File: src/rtl/core/bbt_pkg.sv
`default_nettype none

package bbt_pkg;

    // Default bar counter width; the top level may narrow it.
    localparam int BBT_BAR_WIDTH = 32;

    // Field and register widths.
    localparam int TEMPO_W   = 10;
    localparam int TPB_W     = 16;
    localparam int BPB_W     = 6;
    localparam int SR_W      = 19;
    localparam int CFG_W     = 19;
    localparam int CFG_IDX_W = 2;
    localparam int FRAME_W   = 32;
    localparam int NFR_W     = 16;
    localparam int BAR_OUT_W = 32;
    localparam int START_W   = 48;

    // The divisor is at most sample_rate * 60, and the widest product is
    // frame * tempo * ticks_per_beat.
    localparam int DEN_W  = SR_W + 6;
    localparam int PROD_W = FRAME_W + TEMPO_W + TPB_W;

    // Shift-add multiply walks a 16-bit multiplier; restoring divide walks
    // every dividend bit.
    localparam int MUL_STEPS = 16;
    localparam int DIV_STEPS = PROD_W;
    localparam int STEP_W    = $clog2(DIV_STEPS);

    // Register indexes on the configuration port.
    typedef enum logic [CFG_IDX_W-1:0] {
        BBT_REG_TEMPO = 2'd0,
        BBT_REG_TPB   = 2'd1,
        BBT_REG_BPB   = 2'd2,
        BBT_REG_SR    = 2'd3
    } bbt_reg_idx_t;

    // Register reset values.
    localparam logic [TEMPO_W-1:0] TEMPO_RST = 10'd120;
    localparam logic [TPB_W-1:0]   TPB_RST   = 16'd1920;
    localparam logic [BPB_W-1:0]   BPB_RST   = 6'd4;
    localparam logic [SR_W-1:0]    SR_RST    = 19'd48000;

    typedef enum logic [0:0] {
        BBT_OP_MUL = 1'b0,
        BBT_OP_DIV = 1'b1
    } bbt_op_t;

    // Request to the shared arithmetic unit. A multiply uses the low
    // MUL_STEPS bits of b as the multiplier.
    typedef struct packed {
        logic              start;
        bbt_op_t           op;
        logic [PROD_W-1:0] a;
        logic [DEN_W-1:0]  b;
    } bbt_alu_req_t;

    typedef struct packed {
        logic              busy;
        logic              done;
        logic [PROD_W-1:0] result;
        logic [DEN_W-1:0]  rem;
    } bbt_alu_rsp_t;

endpackage

`default_nettype wire

File: src/rtl/core/bbt_stream_if.sv
`default_nettype none

interface bbt_in_if
    import bbt_pkg::*;
();
    logic               valid;
    logic               ready;
    logic               cmd;
    logic [FRAME_W-1:0] abs_frame;
    logic [NFR_W-1:0]   period_frames;

    modport source (output valid, output cmd, output abs_frame, output period_frames,
                    input ready);
    modport sink   (input valid, input cmd, input abs_frame, input period_frames,
                    output ready);
endinterface

interface bbt_out_if
    import bbt_pkg::*;
();
    logic                 valid;
    logic                 ready;
    logic [BAR_OUT_W-1:0] bar_number;
    logic [BPB_W-1:0]     beat_number;
    logic [TPB_W-1:0]     tick_number;
    logic [START_W-1:0]   bar_start;
    logic                 resynced;

    modport source (output valid, output bar_number, output beat_number,
                    output tick_number, output bar_start, output resynced,
                    input ready);
    modport sink   (input valid, input bar_number, input beat_number,
                    input tick_number, input bar_start, input resynced,
                    output ready);
endinterface

`default_nettype wire

File: src/rtl/core/bbt_alu.sv
`default_nettype none

// Shared multiply and divide unit, one bit per cycle.
module bbt_alu
    import bbt_pkg::*;
(
    input  wire logic         clk,
    input  wire logic         rst_n,
    input  wire bbt_alu_req_t req,
    output bbt_alu_rsp_t      rsp
);

    logic              busy_reg, busy_next;
    logic              done_reg, done_next;
    bbt_op_t           op_reg, op_next;
    logic [STEP_W-1:0] cnt_reg, cnt_next;
    logic [PROD_W-1:0] acc_reg, acc_next;
    logic [PROD_W-1:0] mcand_reg, mcand_next;
    logic [MUL_STEPS-1:0] mplier_reg, mplier_next;
    logic [DEN_W-1:0]  divisor_reg, divisor_next;
    logic [DEN_W-1:0]  rem_reg, rem_next;

    logic [DEN_W:0]    shifted;
    logic [DEN_W:0]    diff;
    logic              fits;

    always_comb
    begin
        shifted = {rem_reg, acc_reg[PROD_W-1]};
        diff    = shifted - {1'b0, divisor_reg};
        fits    = shifted >= {1'b0, divisor_reg};

        busy_next    = busy_reg;
        done_next    = 1'b0;
        op_next      = op_reg;
        cnt_next     = cnt_reg;
        acc_next     = acc_reg;
        mcand_next   = mcand_reg;
        mplier_next  = mplier_reg;
        divisor_next = divisor_reg;
        rem_next     = rem_reg;

        if (req.start && !busy_reg)
        begin
            busy_next = 1'b1;
            op_next   = req.op;
            if (req.op == BBT_OP_MUL)
            begin
                cnt_next    = STEP_W'(MUL_STEPS - 1);
                acc_next    = '0;
                mcand_next  = req.a;
                mplier_next = req.b[MUL_STEPS-1:0];
            end
            else
            begin
                cnt_next     = STEP_W'(DIV_STEPS - 1);
                acc_next     = req.a;
                rem_next     = '0;
                divisor_next = req.b;
            end
        end
        else if (busy_reg)
        begin
            unique case (op_reg)
                BBT_OP_MUL:
                begin
                    if (mplier_reg[0])
                    begin
                        acc_next = acc_reg + mcand_reg;
                    end
                    mcand_next  = {mcand_reg[PROD_W-2:0], 1'b0};
                    mplier_next = mplier_reg >> 1;
                end
                BBT_OP_DIV:
                begin
                    acc_next = {acc_reg[PROD_W-2:0], fits};
                    rem_next = fits ? diff[DEN_W-1:0] : shifted[DEN_W-1:0];
                end
            endcase
            if (cnt_reg == '0)
            begin
                busy_next = 1'b0;
                done_next = 1'b1;
            end
            else
            begin
                cnt_next = cnt_reg - 1'b1;
            end
        end
    end

    always_ff @(posedge clk or negedge rst_n)
    begin
        if (!rst_n)
        begin
            busy_reg <= 1'b0;
            done_reg <= 1'b0;
            op_reg   <= BBT_OP_MUL;
            cnt_reg  <= '0;
        end
        else
        begin
            busy_reg <= busy_next;
            done_reg <= done_next;
            op_reg   <= op_next;
            cnt_reg  <= cnt_next;
        end
    end

    always_ff @(posedge clk)
    begin
        acc_reg     <= acc_next;
        mcand_reg   <= mcand_next;
        mplier_reg  <= mplier_next;
        divisor_reg <= divisor_next;
        rem_reg     <= rem_next;
    end

    assign rsp.busy   = busy_reg;
    assign rsp.done   = done_reg;
    assign rsp.result = acc_reg;
    assign rsp.rem    = rem_reg;

endmodule

`default_nettype wire

File: src/rtl/core/bar_beat_tick_tracker_top.sv
// Words are handled one at a time: the input is ready only while the sequencer is idle,
// so a new word enters only after the last result has moved to the output register.
// Every multiply and divide runs on the single shared shift-add / restoring-divide unit.
// Reset (asynchronous, active low) loads the register defaults, sets the position to
// bar 1 beat 1 tick 0 and arms a resync for the first word.
`default_nettype none

module bar_beat_tick_tracker_top
    import bbt_pkg::*;
#(
    parameter int BAR_WIDTH = BBT_BAR_WIDTH
)
(
    input  wire logic                 clk,
    input  wire logic                 rst_n,
    bbt_in_if.sink                    in_ch,
    bbt_out_if.source                 out_ch,
    input  wire logic                 cfg_we,
    input  wire logic [CFG_IDX_W-1:0] cfg_index,
    input  wire logic [CFG_W-1:0]     cfg_data
);

    // The sequencer walks one arithmetic step per state. A resync runs
    // MUL_A, MUL_B, DIV_T, DIV_B, DIV_C, MUL_C; an advance runs the same
    // chain plus MUL_D, and stops after DIV_B when no whole beat was gained.
    typedef enum logic [8:0] {
        S_IDLE  = 9'b000000001,
        S_MUL_A = 9'b000000010,
        S_MUL_B = 9'b000000100,
        S_DIV_T = 9'b000001000,
        S_DIV_B = 9'b000010000,
        S_DIV_C = 9'b000100000,
        S_MUL_C = 9'b001000000,
        S_MUL_D = 9'b010000000,
        S_DONE  = 9'b100000000
    } state_t;

    state_t state_reg, state_next;

    // Configuration registers.
    logic [TEMPO_W-1:0] tempo_reg, tempo_next;
    logic [TPB_W-1:0]   tpb_reg, tpb_next;
    logic [BPB_W-1:0]   bpb_reg, bpb_next;
    logic [SR_W-1:0]    sr_reg, sr_next;

    // Musical position.
    logic                 pending_reg, pending_next;
    logic [BAR_WIDTH-1:0] bar_reg, bar_next;
    logic [BPB_W-1:0]     beat_reg, beat_next;
    logic [TPB_W-1:0]     tick_reg, tick_next;
    logic [START_W-1:0]   start_reg, start_next;

    // Per-word working state.
    logic              resync_reg, resync_next;
    logic              extra_reg, extra_next;
    logic [PROD_W-1:0] work_reg, work_next;

    // Output register, which lets the result wait while the core idles.
    logic                 out_valid_reg, out_valid_next;
    logic [BAR_WIDTH-1:0] out_bar_reg, out_bar_next;
    logic [BPB_W-1:0]     out_beat_reg, out_beat_next;
    logic [TPB_W-1:0]     out_tick_reg, out_tick_next;
    logic [START_W-1:0]   out_start_reg, out_start_next;
    logic                 out_resync_reg, out_resync_next;

    bbt_alu_req_t alu_req;
    bbt_alu_rsp_t alu_rsp;

    // A zero divisor register acts as one.
    logic [TPB_W-1:0]  tpb1;
    logic [BPB_W-1:0]  bpb1;
    logic [SR_W-1:0]   sr1;
    logic [DEN_W-1:0]  denom;
    logic              accept;
    logic              resync_in;
    logic              over;
    logic [PROD_W-1:0] q;
    logic [PROD_W-1:0] pos;
    logic [PROD_W-1:0] bars;

    bbt_alu u_alu (
        .clk   (clk),
        .rst_n (rst_n),
        .req   (alu_req),
        .rsp   (alu_rsp)
    );

    assign tpb1  = (tpb_reg == '0) ? TPB_W'(1) : tpb_reg;
    assign bpb1  = (bpb_reg == '0) ? BPB_W'(1) : bpb_reg;
    assign sr1   = (sr_reg == '0) ? SR_W'(1) : sr_reg;
    // Frames per minute: sample_rate * 60 as (x << 6) - (x << 2).
    assign denom = (DEN_W'(sr1) << 6) - (DEN_W'(sr1) << 2);

    assign in_ch.ready = (state_reg == S_IDLE);
    assign accept      = in_ch.valid && in_ch.ready;
    assign resync_in   = in_ch.cmd || pending_reg;
    assign q           = alu_rsp.result;

    // Carry of whole beats. A beat that lies beyond a shortened bar first
    // wraps to beat one and counts one bar, spending one of the beats.
    assign over = beat_reg > bpb1;
    assign pos  = over ? (q - PROD_W'(1)) : (q + PROD_W'(beat_reg) - PROD_W'(1));
    assign bars = q + PROD_W'(extra_reg);

    always_comb
    begin
        state_next      = state_reg;
        tempo_next      = tempo_reg;
        tpb_next        = tpb_reg;
        bpb_next        = bpb_reg;
        sr_next         = sr_reg;
        pending_next    = pending_reg;
        bar_next        = bar_reg;
        beat_next       = beat_reg;
        tick_next       = tick_reg;
        start_next      = start_reg;
        resync_next     = resync_reg;
        extra_next      = extra_reg;
        work_next       = work_reg;
        out_valid_next  = (out_valid_reg && out_ch.ready) ? 1'b0 : out_valid_reg;
        out_bar_next    = out_bar_reg;
        out_beat_next   = out_beat_reg;
        out_tick_next   = out_tick_reg;
        out_start_next  = out_start_reg;
        out_resync_next = out_resync_reg;

        alu_req.start = 1'b0;
        alu_req.op    = BBT_OP_MUL;
        alu_req.a     = '0;
        alu_req.b     = '0;

        unique case (state_reg)
            S_IDLE:
            begin
                if (accept)
                begin
                    // Both paths scale a frame count by tempo, then by ticks.
                    resync_next   = resync_in;
                    if (resync_in)
                    begin
                        pending_next = 1'b0;
                    end
                    alu_req.start = 1'b1;
                    alu_req.op    = BBT_OP_MUL;
                    alu_req.a     = resync_in ? PROD_W'(in_ch.abs_frame)
                                              : PROD_W'(in_ch.period_frames);
                    alu_req.b     = DEN_W'(tempo_reg);
                    state_next    = S_MUL_A;
                end
            end
            S_MUL_A:
            begin
                if (alu_rsp.done)
                begin
                    alu_req.start = 1'b1;
                    alu_req.op    = BBT_OP_MUL;
                    alu_req.a     = q;
                    alu_req.b     = DEN_W'(tpb1);
                    state_next    = S_MUL_B;
                end
            end
            S_MUL_B:
            begin
                if (alu_rsp.done)
                begin
                    alu_req.start = 1'b1;
                    alu_req.op    = BBT_OP_DIV;
                    alu_req.a     = q;
                    alu_req.b     = denom;
                    state_next    = S_DIV_T;
                end
            end
            S_DIV_T:
            begin
                if (alu_rsp.done)
                begin
                    // Resync splits the absolute tick; advance adds the new
                    // ticks to the tick already held.
                    alu_req.start = 1'b1;
                    alu_req.op    = BBT_OP_DIV;
                    alu_req.a     = resync_reg ? q : (q + PROD_W'(tick_reg));
                    alu_req.b     = DEN_W'(tpb1);
                    state_next    = S_DIV_B;
                end
            end
            S_DIV_B:
            begin
                if (alu_rsp.done)
                begin
                    tick_next = alu_rsp.rem[TPB_W-1:0];
                    if (resync_reg)
                    begin
                        work_next     = q;
                        alu_req.start = 1'b1;
                        alu_req.op    = BBT_OP_DIV;
                        alu_req.a     = q;
                        alu_req.b     = DEN_W'(bpb1);
                        state_next    = S_DIV_C;
                    end
                    else if (q == '0)
                    begin
                        state_next = S_DONE;
                    end
                    else
                    begin
                        extra_next    = over;
                        alu_req.start = 1'b1;
                        alu_req.op    = BBT_OP_DIV;
                        alu_req.a     = pos;
                        alu_req.b     = DEN_W'(bpb1);
                        state_next    = S_DIV_C;
                    end
                end
            end
            S_DIV_C:
            begin
                if (alu_rsp.done)
                begin
                    beat_next     = alu_rsp.rem[BPB_W-1:0] + BPB_W'(1);
                    alu_req.start = 1'b1;
                    alu_req.op    = BBT_OP_MUL;
                    alu_req.b     = DEN_W'(resync_reg ? DEN_W'(tpb1) : DEN_W'(bpb1));
                    if (resync_reg)
                    begin
                        // The bar starts at the first beat of the bar, in ticks.
                        bar_next  = q[BAR_WIDTH-1:0] + BAR_WIDTH'(1);
                        alu_req.a = work_reg - PROD_W'(alu_rsp.rem);
                    end
                    else
                    begin
                        bar_next  = bar_reg + bars[BAR_WIDTH-1:0];
                        alu_req.a = bars;
                    end
                    state_next = S_MUL_C;
                end
            end
            S_MUL_C:
            begin
                if (alu_rsp.done)
                begin
                    if (resync_reg)
                    begin
                        start_next = q[START_W-1:0];
                        state_next = S_DONE;
                    end
                    else
                    begin
                        alu_req.start = 1'b1;
                        alu_req.op    = BBT_OP_MUL;
                        alu_req.a     = q;
                        alu_req.b     = DEN_W'(tpb1);
                        state_next    = S_MUL_D;
                    end
                end
            end
            S_MUL_D:
            begin
                if (alu_rsp.done)
                begin
                    start_next = start_reg + q[START_W-1:0];
                    state_next = S_DONE;
                end
            end
            S_DONE:
            begin
                if (!out_valid_reg || out_ch.ready)
                begin
                    out_valid_next  = 1'b1;
                    out_bar_next    = bar_reg;
                    out_beat_next   = beat_reg;
                    out_tick_next   = tick_reg;
                    out_start_next  = start_reg;
                    out_resync_next = resync_reg;
                    state_next      = S_IDLE;
                end
            end
        endcase

        // Writes are expected only while the core is idle; a tempo write arms
        // a resync.
        if (cfg_we)
        begin
            unique case (cfg_index)
                BBT_REG_TEMPO:
                begin
                    tempo_next   = cfg_data[TEMPO_W-1:0];
                    pending_next = 1'b1;
                end
                BBT_REG_TPB: tpb_next = cfg_data[TPB_W-1:0];
                BBT_REG_BPB: bpb_next = cfg_data[BPB_W-1:0];
                BBT_REG_SR:  sr_next  = cfg_data[SR_W-1:0];
            endcase
        end
    end

    always_ff @(posedge clk or negedge rst_n)
    begin
        if (!rst_n)
        begin
            state_reg     <= S_IDLE;
            tempo_reg     <= TEMPO_RST;
            tpb_reg       <= TPB_RST;
            bpb_reg       <= BPB_RST;
            sr_reg        <= SR_RST;
            pending_reg   <= 1'b1;
            bar_reg       <= BAR_WIDTH'(1);
            beat_reg      <= BPB_W'(1);
            tick_reg      <= '0;
            start_reg     <= '0;
            resync_reg    <= 1'b0;
            extra_reg     <= 1'b0;
            out_valid_reg <= 1'b0;
        end
        else
        begin
            state_reg     <= state_next;
            tempo_reg     <= tempo_next;
            tpb_reg       <= tpb_next;
            bpb_reg       <= bpb_next;
            sr_reg        <= sr_next;
            pending_reg   <= pending_next;
            bar_reg       <= bar_next;
            beat_reg      <= beat_next;
            tick_reg      <= tick_next;
            start_reg     <= start_next;
            resync_reg    <= resync_next;
            extra_reg     <= extra_next;
            out_valid_reg <= out_valid_next;
        end
    end

    always_ff @(posedge clk)
    begin
        work_reg       <= work_next;
        out_bar_reg    <= out_bar_next;
        out_beat_reg   <= out_beat_next;
        out_tick_reg   <= out_tick_next;
        out_start_reg  <= out_start_next;
        out_resync_reg <= out_resync_next;
    end

    assign out_ch.valid       = out_valid_reg;
    assign out_ch.bar_number  = BAR_OUT_W'(out_bar_reg);
    assign out_ch.beat_number = out_beat_reg;
    assign out_ch.tick_number = out_tick_reg;
    assign out_ch.bar_start   = out_start_reg;
    assign out_ch.resynced    = out_resync_reg;

`ifndef NO_ASSERTIONS
    // The shared unit is always free when a new word may enter.
    a_ready_alu_free: assert property (@(posedge clk) disable iff (!rst_n)
        in_ch.ready |-> !alu_rsp.busy)
        else $error("arithmetic unit busy while input is ready");

    // An accepted word holds the input closed on the next cycle.
    a_accept_closes: assert property (@(posedge clk) disable iff (!rst_n)
        accept |=> !in_ch.ready)
        else $error("input ready right after a word was accepted");

    // The unit finishes only inside an arithmetic step of the sequencer.
    a_done_in_step: assert property (@(posedge clk) disable iff (!rst_n)
        alu_rsp.done |-> ((state_reg != S_IDLE) && (state_reg != S_DONE)))
        else $error("arithmetic result outside a sequencer step");

    // Beats count from one.
    a_beat_nonzero: assert property (@(posedge clk) disable iff (!rst_n)
        out_ch.valid |-> (out_ch.beat_number != '0))
        else $error("beat number zero on a valid result");
`endif

endmodule

`default_nettype wire
File: src/flat_wrapper.sv
// flat-port wrapper written by rule: the top's interface ports become plain ports
module bar_beat_tick_tracker_top_flat import bbt_pkg::*;
#(
    parameter int BAR_WIDTH = BBT_BAR_WIDTH
)
  (clk, rst_n, cfg_we, cfg_index, cfg_data, in_ch_valid, in_ch_cmd, in_ch_abs_frame, in_ch_period_frames, in_ch_ready, out_ch_valid, out_ch_bar_number, out_ch_beat_number, out_ch_tick_number, out_ch_bar_start, out_ch_resynced, out_ch_ready);
  bbt_in_if in_ch_i ();
  bbt_out_if out_ch_i ();
  input  wire logic clk;
  input  wire logic rst_n;
  input  wire logic cfg_we;
  input  wire logic [CFG_IDX_W-1:0] cfg_index;
  input  wire logic [CFG_W-1:0] cfg_data;
  input wire logic [$bits(in_ch_i.valid)-1:0] in_ch_valid;
  input wire logic [$bits(in_ch_i.cmd)-1:0] in_ch_cmd;
  input wire logic [$bits(in_ch_i.abs_frame)-1:0] in_ch_abs_frame;
  input wire logic [$bits(in_ch_i.period_frames)-1:0] in_ch_period_frames;
  output wire logic [$bits(in_ch_i.ready)-1:0] in_ch_ready;
  output wire logic [$bits(out_ch_i.valid)-1:0] out_ch_valid;
  output wire logic [$bits(out_ch_i.bar_number)-1:0] out_ch_bar_number;
  output wire logic [$bits(out_ch_i.beat_number)-1:0] out_ch_beat_number;
  output wire logic [$bits(out_ch_i.tick_number)-1:0] out_ch_tick_number;
  output wire logic [$bits(out_ch_i.bar_start)-1:0] out_ch_bar_start;
  output wire logic [$bits(out_ch_i.resynced)-1:0] out_ch_resynced;
  input wire logic [$bits(out_ch_i.ready)-1:0] out_ch_ready;
  assign in_ch_i.valid = in_ch_valid;
  assign in_ch_i.cmd = in_ch_cmd;
  assign in_ch_i.abs_frame = in_ch_abs_frame;
  assign in_ch_i.period_frames = in_ch_period_frames;
  assign in_ch_ready = in_ch_i.ready;
  assign out_ch_valid = out_ch_i.valid;
  assign out_ch_bar_number = out_ch_i.bar_number;
  assign out_ch_beat_number = out_ch_i.beat_number;
  assign out_ch_tick_number = out_ch_i.tick_number;
  assign out_ch_bar_start = out_ch_i.bar_start;
  assign out_ch_resynced = out_ch_i.resynced;
  assign out_ch_i.ready = out_ch_ready;
  bar_beat_tick_tracker_top #(.BAR_WIDTH(BAR_WIDTH)) u_core (.clk(clk), .rst_n(rst_n), .in_ch(in_ch_i), .out_ch(out_ch_i), .cfg_we(cfg_we), .cfg_index(cfg_index), .cfg_data(cfg_data));
endmodule
File: config.mk
export PLATFORM = sky130hd
export DESIGN_NAME = bar_beat_tick_tracker_top_flat
export DESIGN_NICKNAME = d
export VERILOG_FILES = /design/src/rtl/core/bbt_pkg.sv /design/src/rtl/core/bbt_stream_if.sv /design/src/rtl/core/bbt_alu.sv /design/src/rtl/core/bar_beat_tick_tracker_top.sv /design/src/flat_wrapper.sv
export SDC_FILE = /design/constraint.sdc
export NUM_CORES = 2
export LEC_CHECK = 0
export BUFFER_PORTS_ARGS = -buffer_cell sky130_fd_sc_hd__buf_2
export CAP_MARGIN = 20
export CORE_UTILIZATION = 50
export DETAILED_ROUTE_END_ITERATION = 6
export PLACE_DENSITY = 0.67
export SLEW_MARGIN = 30
export SYNTH_ARGS = -nofsm -noshare
export SYNTH_HDL_FRONTEND = slang
export SYNTH_SLANG_ARGS = --single-unit
File: constraint.sdc
create_clock -name clk -period 9.65 [get_ports clk]
set_input_delay 0.965 -clock clk [delete_from_list [all_inputs] [get_ports clk]]
set_output_delay 0.965 -clock clk [all_outputs]
set_load 0.1 [all_outputs]
* Word-level counts from Yosys, hierarchy flattened *
Index checks and enable logic that the tools add are counted.

word-level totals
  register bits after elaboration = 518
  bits of input ports = 75
  output and inout bits = 105
  logic and storage cells = 180

operators by class
  $add $sub $neg = 14
  magnitude comparators = 2
  equal/unequal tests = 27
  multiplexer cells = 73
  bitwise logic cells = 3
  reduce and logical (&&, ||, !) cells = 33

operators by type and width
  cell                                                                   number
  85-bit 2-to-1 mux                                                      10
  58-bit 2-to-1 mux                                                      11
  85-bit one-hot mux with 7 select lines                                 1
  48-bit 2-to-1 mux                                                      3
  25-bit 2-to-1 mux                                                      5
  58-bit one-hot mux with 2 select lines                                 1
  58-bit by 1-bit subtractor with 58-bit output (second input constant)  2
  9-bit 2-to-1 mux                                                       12
  16-bit 2-to-1 mux                                                      6
  48-bit one-hot mux with 2 select lines                                 1
  9-bit one-hot mux with 9 select lines                                  1
  32-bit 2-to-1 mux                                                      2
  58-bit by 1-bit adder with 58-bit output                               1
  58-bit by 16-bit adder with 58-bit output                              1
  58-bit adder                                                           1
  58-bit by 6-bit adder with 58-bit output                               1
  58-bit zero test                                                       1
  58-bit by 25-bit subtractor with 58-bit output                         1
  48-bit adder                                                           1
  32-bit by 1-bit adder with 32-bit output (second input constant)       1
  32-bit adder                                                           1
  6-bit 2-to-1 mux                                                       5
  26-bit by 25-bit >= comparator with 1-bit output                       1
  25-bit by 21-bit subtractor with 25-bit output                         1
  other kinds (33)                                                       81

* Logic depth before layout (Yosys ltp) *
  depth in word-level cells = 11
  gate-level depth with buffers = 19
  depth with buffers taken out = 19

* By module *
From an unflattened synthesis, not the netlist that was laid out.

unflattened totals
  cells, all modules = 5178
  area, all modules = 44184.9 um^2

by module, submodules not included
  module                     instances  cells each  area each (um^2)  sequential area each (um^2)
  bar_beat_tick_tracker_top  1          3767        31247.5           9013.6
  bbt_alu                    1          1411        12937.4           5690.5

* Least setup slack after synthesis *
Ideal clock, no wire load.

  kind = register to register
  from = register u_core.state_reg[5]
  to = register u_core.u_alu.mcand_reg[0] (enable)
  setup time = 507 ps
  data arrival time = 6344 ps
  data required time = 9143 ps
  path slack = 2800 ps
  stages on the path, launching flop included = 14
  buffers on the path = 3
  clock period less this slack = 6850 ps
  cell sequence = dfrtp_1 > or4_1 > nor2b_1 > and3b_1 > clkbuf_1 > and2_1 > nor3_1 > nand3_1 > nand2b_1 > buf_2 > buf_2 > nand2_1 > nand2_1 > nor2_1

on the way
  cells in the longest elaborated chain, start to end = 7
  elaborated cells on any way between the ends = 15
  those cells by class = eq/ne: 9; mux: 2; reduce/logical: 4

RTL lines
  item                                                                               line                              text
  start, declared                                                                    bar_beat_tick_tracker_top.sv:38   state_t state_reg, state_next;
  start signal, assigned                                                             bar_beat_tick_tracker_top.sv:316  state_reg <= state_next;
  9-bit by 1-bit equality test with 1-bit output *                                   bar_beat_tick_tracker_top.sv:94   assign in_ch.ready = (state_reg == S_IDLE);
  named net in_ch_ready                                                              flat_wrapper.sv:18                output wire logic [$bits(in_ch_i.ready)-1:0] in_ch_ready;
  1-bit logical AND                                                                  bar_beat_tick_tracker_top.sv:95   assign accept = in_ch.valid && in_ch.ready;
  85-bit 2-to-1 mux                                                                  bar_beat_tick_tracker_top.sv:135  if (accept)
  85-bit one-hot mux with 7 select lines *                                           bar_beat_tick_tracker_top.sv:132  unique case (state_reg)
  1-bit logical AND                                                                  bbt_alu.sv:43                     if (req.start && !busy_reg)
  2-bit by 1-bit != test with 1-bit output (no source line) (tied with other cells)  --
  3-bit AND reduction (no source line) *                                             --
  end signal, assigned                                                               bbt_alu.sv:113                    mcand_reg <= mcand_next;
  end, declared                                                                      bbt_alu.sv:18                     logic [PROD_W-1:0] mcand_reg, mcand_next;

Mark *: on every way through the listed nets, which the timed path passes. The rest lies on a longest branch.
A chain may end at the register's enable or synchronous reset.

* Worst setup path in the final report *
  from = register u_core.u_alu.acc_reg[35]
  to = register u_core.u_alu.mcand_reg[38] (enable)

on the way
  cells in the longest elaborated chain, start to end = 8
  elaborated cells on any way between the ends = 10
  those cells by class = eq/ne: 2; mux: 4; reduce/logical: 4

RTL lines
  item                                                                               line                              text
  start, declared                                                                    bbt_alu.sv:17                     logic [PROD_W-1:0] acc_reg, acc_next;
  start signal, assigned                                                             bbt_alu.sv:112                    acc_reg <= acc_next;
  58-bit zero test *                                                                 bar_beat_tick_tracker_top.sv:200  else if (q == '0)
  85-bit 2-to-1 mux *                                                                bar_beat_tick_tracker_top.sv:200
  85-bit 2-to-1 mux *                                                                bar_beat_tick_tracker_top.sv:191  if (resync_reg)
  85-bit 2-to-1 mux *                                                                bar_beat_tick_tracker_top.sv:188  if (alu_rsp.done)
  85-bit one-hot mux with 7 select lines *                                           bar_beat_tick_tracker_top.sv:132
  1-bit logical AND                                                                  bbt_alu.sv:43
  2-bit by 1-bit != test with 1-bit output (no source line) (tied with other cells)  --
  3-bit AND reduction (no source line) *                                             --

Every way passes the cells marked *; elsewhere a longest branch is shown, timed or not.

==> impl_metrics.tcl <==
set metrics [dict create \
    failed_checks "DRC" \
    ys.flop_type "edfxtp_1" \
    synthDistinctLibCells 110 \
    yosys.area.top_type "edfxtp_1" \
    setup_tns_ps 0 \
    synth_edf_count 343 \
    endpoint_kind "flip-flop" \
    cts_buffers 57 \
    dieArea_sq_um 89300 \
    hp-class "in -> async" \
    portBuffers 179 \
    chipHeight_microns 298.8 \
    seq_area_frac_synth 0.3338 \
    synth.ff_latch_count 518 \
    critPathArrivalTime_ps 6770 \
    hold_violations 0 \
    clock_skew_ps 41.71 \
    cts_buffer_depth 3 \
    fin_crit_ps 6464 \
    coreArea_sq_um 87020 \
    worst_pin_slew_ps 1125 \
    start_util 0.5063 \
    die_x_microns 298.8 \
    nets 5694 \
    synth_common_cells "nand2_1 (503), a21oi_1 (461), nor2_1 (412), o21ai_0 (409), ha_1 (406)" \
    antenna_found_initial 10 \
    synthesis.nets 5613 \
    fmax_ghz 0.1547 \
    finalMaxSlewViolations 0 \
    pin_count 180 \
    synthCells 5125 \
    cp-startpoint "u_core.u_alu.acc_reg[35]$_DFFE_PP_" \
    critPathMaxStageDelay_ps 730 \
    place_hpwl_microns 138800 \
    root_buffer "clkbuf_16" \
    critPathMaxFanout 44 \
    cp_data_required_time_ps 9960 \
    synthTopCellsByArea "edfxtp_1 (23%), ha_1 (12%), dfrtp_1 (8.8%)" \
    synth_top_area_frac 0.2338 \
    post-route-period-util 0.6698 \
    dpl_cell_area_sq_um 46240 \
    utilization 0.5544 \
    grt_pass1_vias 39540 \
    whs_ps 295.5 \
    cts_tree "done" \
    status "finished, violations left" \
    cap_violations 0 \
    yosys.cell_count.top_type "nand2_1" \
    design_area_sq_um 48240 \
    r2r_start "u_core.u_alu.acc_reg[35]$_DFFE_PP_" \
    drc 7 \
    grt_max_degree 74 \
    gr-total-overflow 0 \
    place_congestion 1.041 \
    synth.cell_area_sq_um 44060 \
    rsz0062_at_grt "false" \
    crit_type "reg -> reg" \
    drt_pre_antenna_iters 7 \
    async_flop_share 0.3378 \
    setup_viol 0 \
    crit_family "simple AND/OR/NAND/NOR gates" \
    startpoint_type "flip-flop" \
    ir_drop_mv 0.1694 \
    ant_nets 0 \
    drt_iter0_drc 5353 \
    post_drt_via_cell_ratio 6.595 \
    clk_pin_slew_ps 60 \
    postSynthAreaPerCell_sq_um 8.596 \
    path_cells "inv_1 > ha_1 > and4_1 > nand3_1 > nor3_1 > nand4_1 > buf_4 > o21ai_0 > a31oi_4 > o31ai_4 > buf_4 > nand2_1 > nor2_4 > buf_4" \
    power_density_nw_per_um2 106.4 \
    grt_pass1_wl_microns 261400 \
    fillers 8101 \
    cts_sinks 518 \
    cp_slowest_cell "nor3_1" \
    postCtsSetupRepairBufs 0 \
    area_growth_pct 9.506 \
    leakage_nw 19.64 \
    num_vias 42310 \
    row_count 108 \
    timing.critical_path.buf_inv 4 \
    insertion_delay_ps 710 \
    wl_microns 180900 \
    ys_warn_count 0 \
    crit_top_cell "buf_4" \
    cts_max_level 2 \
    hold_buffers 0 \
    grt_usage 0.3947 \
    max_slew_margin 0.2304 \
    drive_gt1_frac 0.1047 \
    post_drt_wl_per_cell_microns 28.20 \
    postCtsResizedCells 0 \
]
==> placed cells by master, fill, tap and decap left out, drive strengths merged, types with 50 or more instances in the layout <==
| cell | synthesis | final |
|---|---|---|
| nand2 | 506 | 506 |
| xor2 | 103 | 103 |
| mux2 | 66 | 66 |
| dfrtp | 155 | 155 |
| buf | 40 | 255 |
| nand4 | 64 | 64 |
| nor3 | 117 | 117 |
| ha | 406 | 406 |
| and3 | 50 | 50 |
| edfxtp | 343 | 343 |
| nand3 | 155 | 155 |
| nor2 | 415 | 415 |
| o21ai | 429 | 429 |
| clkbuf | 194 | 69 |
| a211oi | 83 | 83 |
| a21oi | 463 | 463 |
| o31ai | 63 | 63 |
| xnor2 | 265 | 265 |
| nor4 | 54 | 54 |
| a31oi | 58 | 58 |
| a21o | 116 | 116 |
| inv | 262 | 269 |
| o22ai | 65 | 65 |
==> where the power goes <==
part / internal, mW / switching, mW
logic: 0.147 / 0.195
clock network: 1.30 / 1.04
registers: 2.40 / 0.0485
==> worst register-to-register path, cell delays in order, from the launching register on <==
cell      delay [ps]
edfxtp_1         620
inv_1            240
ha_1             360
and4_1           360
nand3_1          190
nor3_1           730
nand4_1          190
buf_4            280
o21ai_0          570
a31oi_4          390
o31ai_4          130
buf_4            590
nand2_1          240
nor2_4           540
buf_4            610
==> logic make-up (layout without fill, tap and decap cells) <==
| logic type | Yosys count | after routing | share of synthesized area |
|---|---|---|---|
| flops | 518 | 518 | 0.3338 |
| buf+inv | 501 | 631 | 0.04394 |
| mux | 95 | 95 | 0.02346 |
| simple gates | 1611 | 1611 | 0.1750 |
| fa+ha+maj | 413 | 413 | 0.1185 |
| other cells | 0 | 5 | 0 |
| xor+xnor | 368 | 368 | 0.07316 |
| compound gates | 1619 | 1619 | 0.2322 |
==> final timing paths <==
| kind | to | slack (ps) | cells past startpoint |
|---|---|---|---|
| setup / recovery | u_core.u_alu.mcand_reg[38]$_DFFE_PP_ | 3190 | 14 |
| hold / removal | u_core.start_reg[47]$_DFFE_PN0P_ | 300 | 1 |
| setup reg to reg | u_core.u_alu.mcand_reg[38]$_DFFE_PP_ | 3190 | 14 |
| hold reg to reg | u_core.out_ch.bar_number[2]$_DFFE_PP_ | 480 | 0 |
| max in group asynchronous | u_core.resync_reg$_DFFE_PN0P_ | 7920 | 2 |
| min in group clk | u_core.out_ch.bar_number[2]$_DFFE_PP_ | 480 | 0 |
==> routing by layer <==
metal,part of all wire,wire length [microns],global-route usage
met3,0.11,20390,0.09793
met2,0.43,77780,0.6049
met5,0.00014,25,0
met4,0.050,8986,0.1680
met1,0.41,73740,0.5291
==> layout make-up <==
cell class              instances  area, sq um  share of cell area
multi-input cells            4106        27600              0.5721
well taps                    1155         1445             0.02995
diodes                          5        12.51           0.0002593
clock buffers                  68         1529             0.03169
clock inverters                40        429.2            0.008896
repair buffers                256         1518             0.03146
inverters                     267         1002             0.02077
flip-flops and latches        518        14710              0.3049
==> stage by stage <==
stage / instances / power [mW] / setup slack (ps)
finish: 6415 / 5.135 / 3186
global route: 6410 / 5.264 / 3044
CTS: 6409 / 5.156 / 3188
detailed placement: 6301 / 2.827 / 3204
global placement: 6299 / 2.823 / 2902
floorplan: 5125 / 2.710 / 2800
No activity file was read; power rests on OpenSTA's default activity.
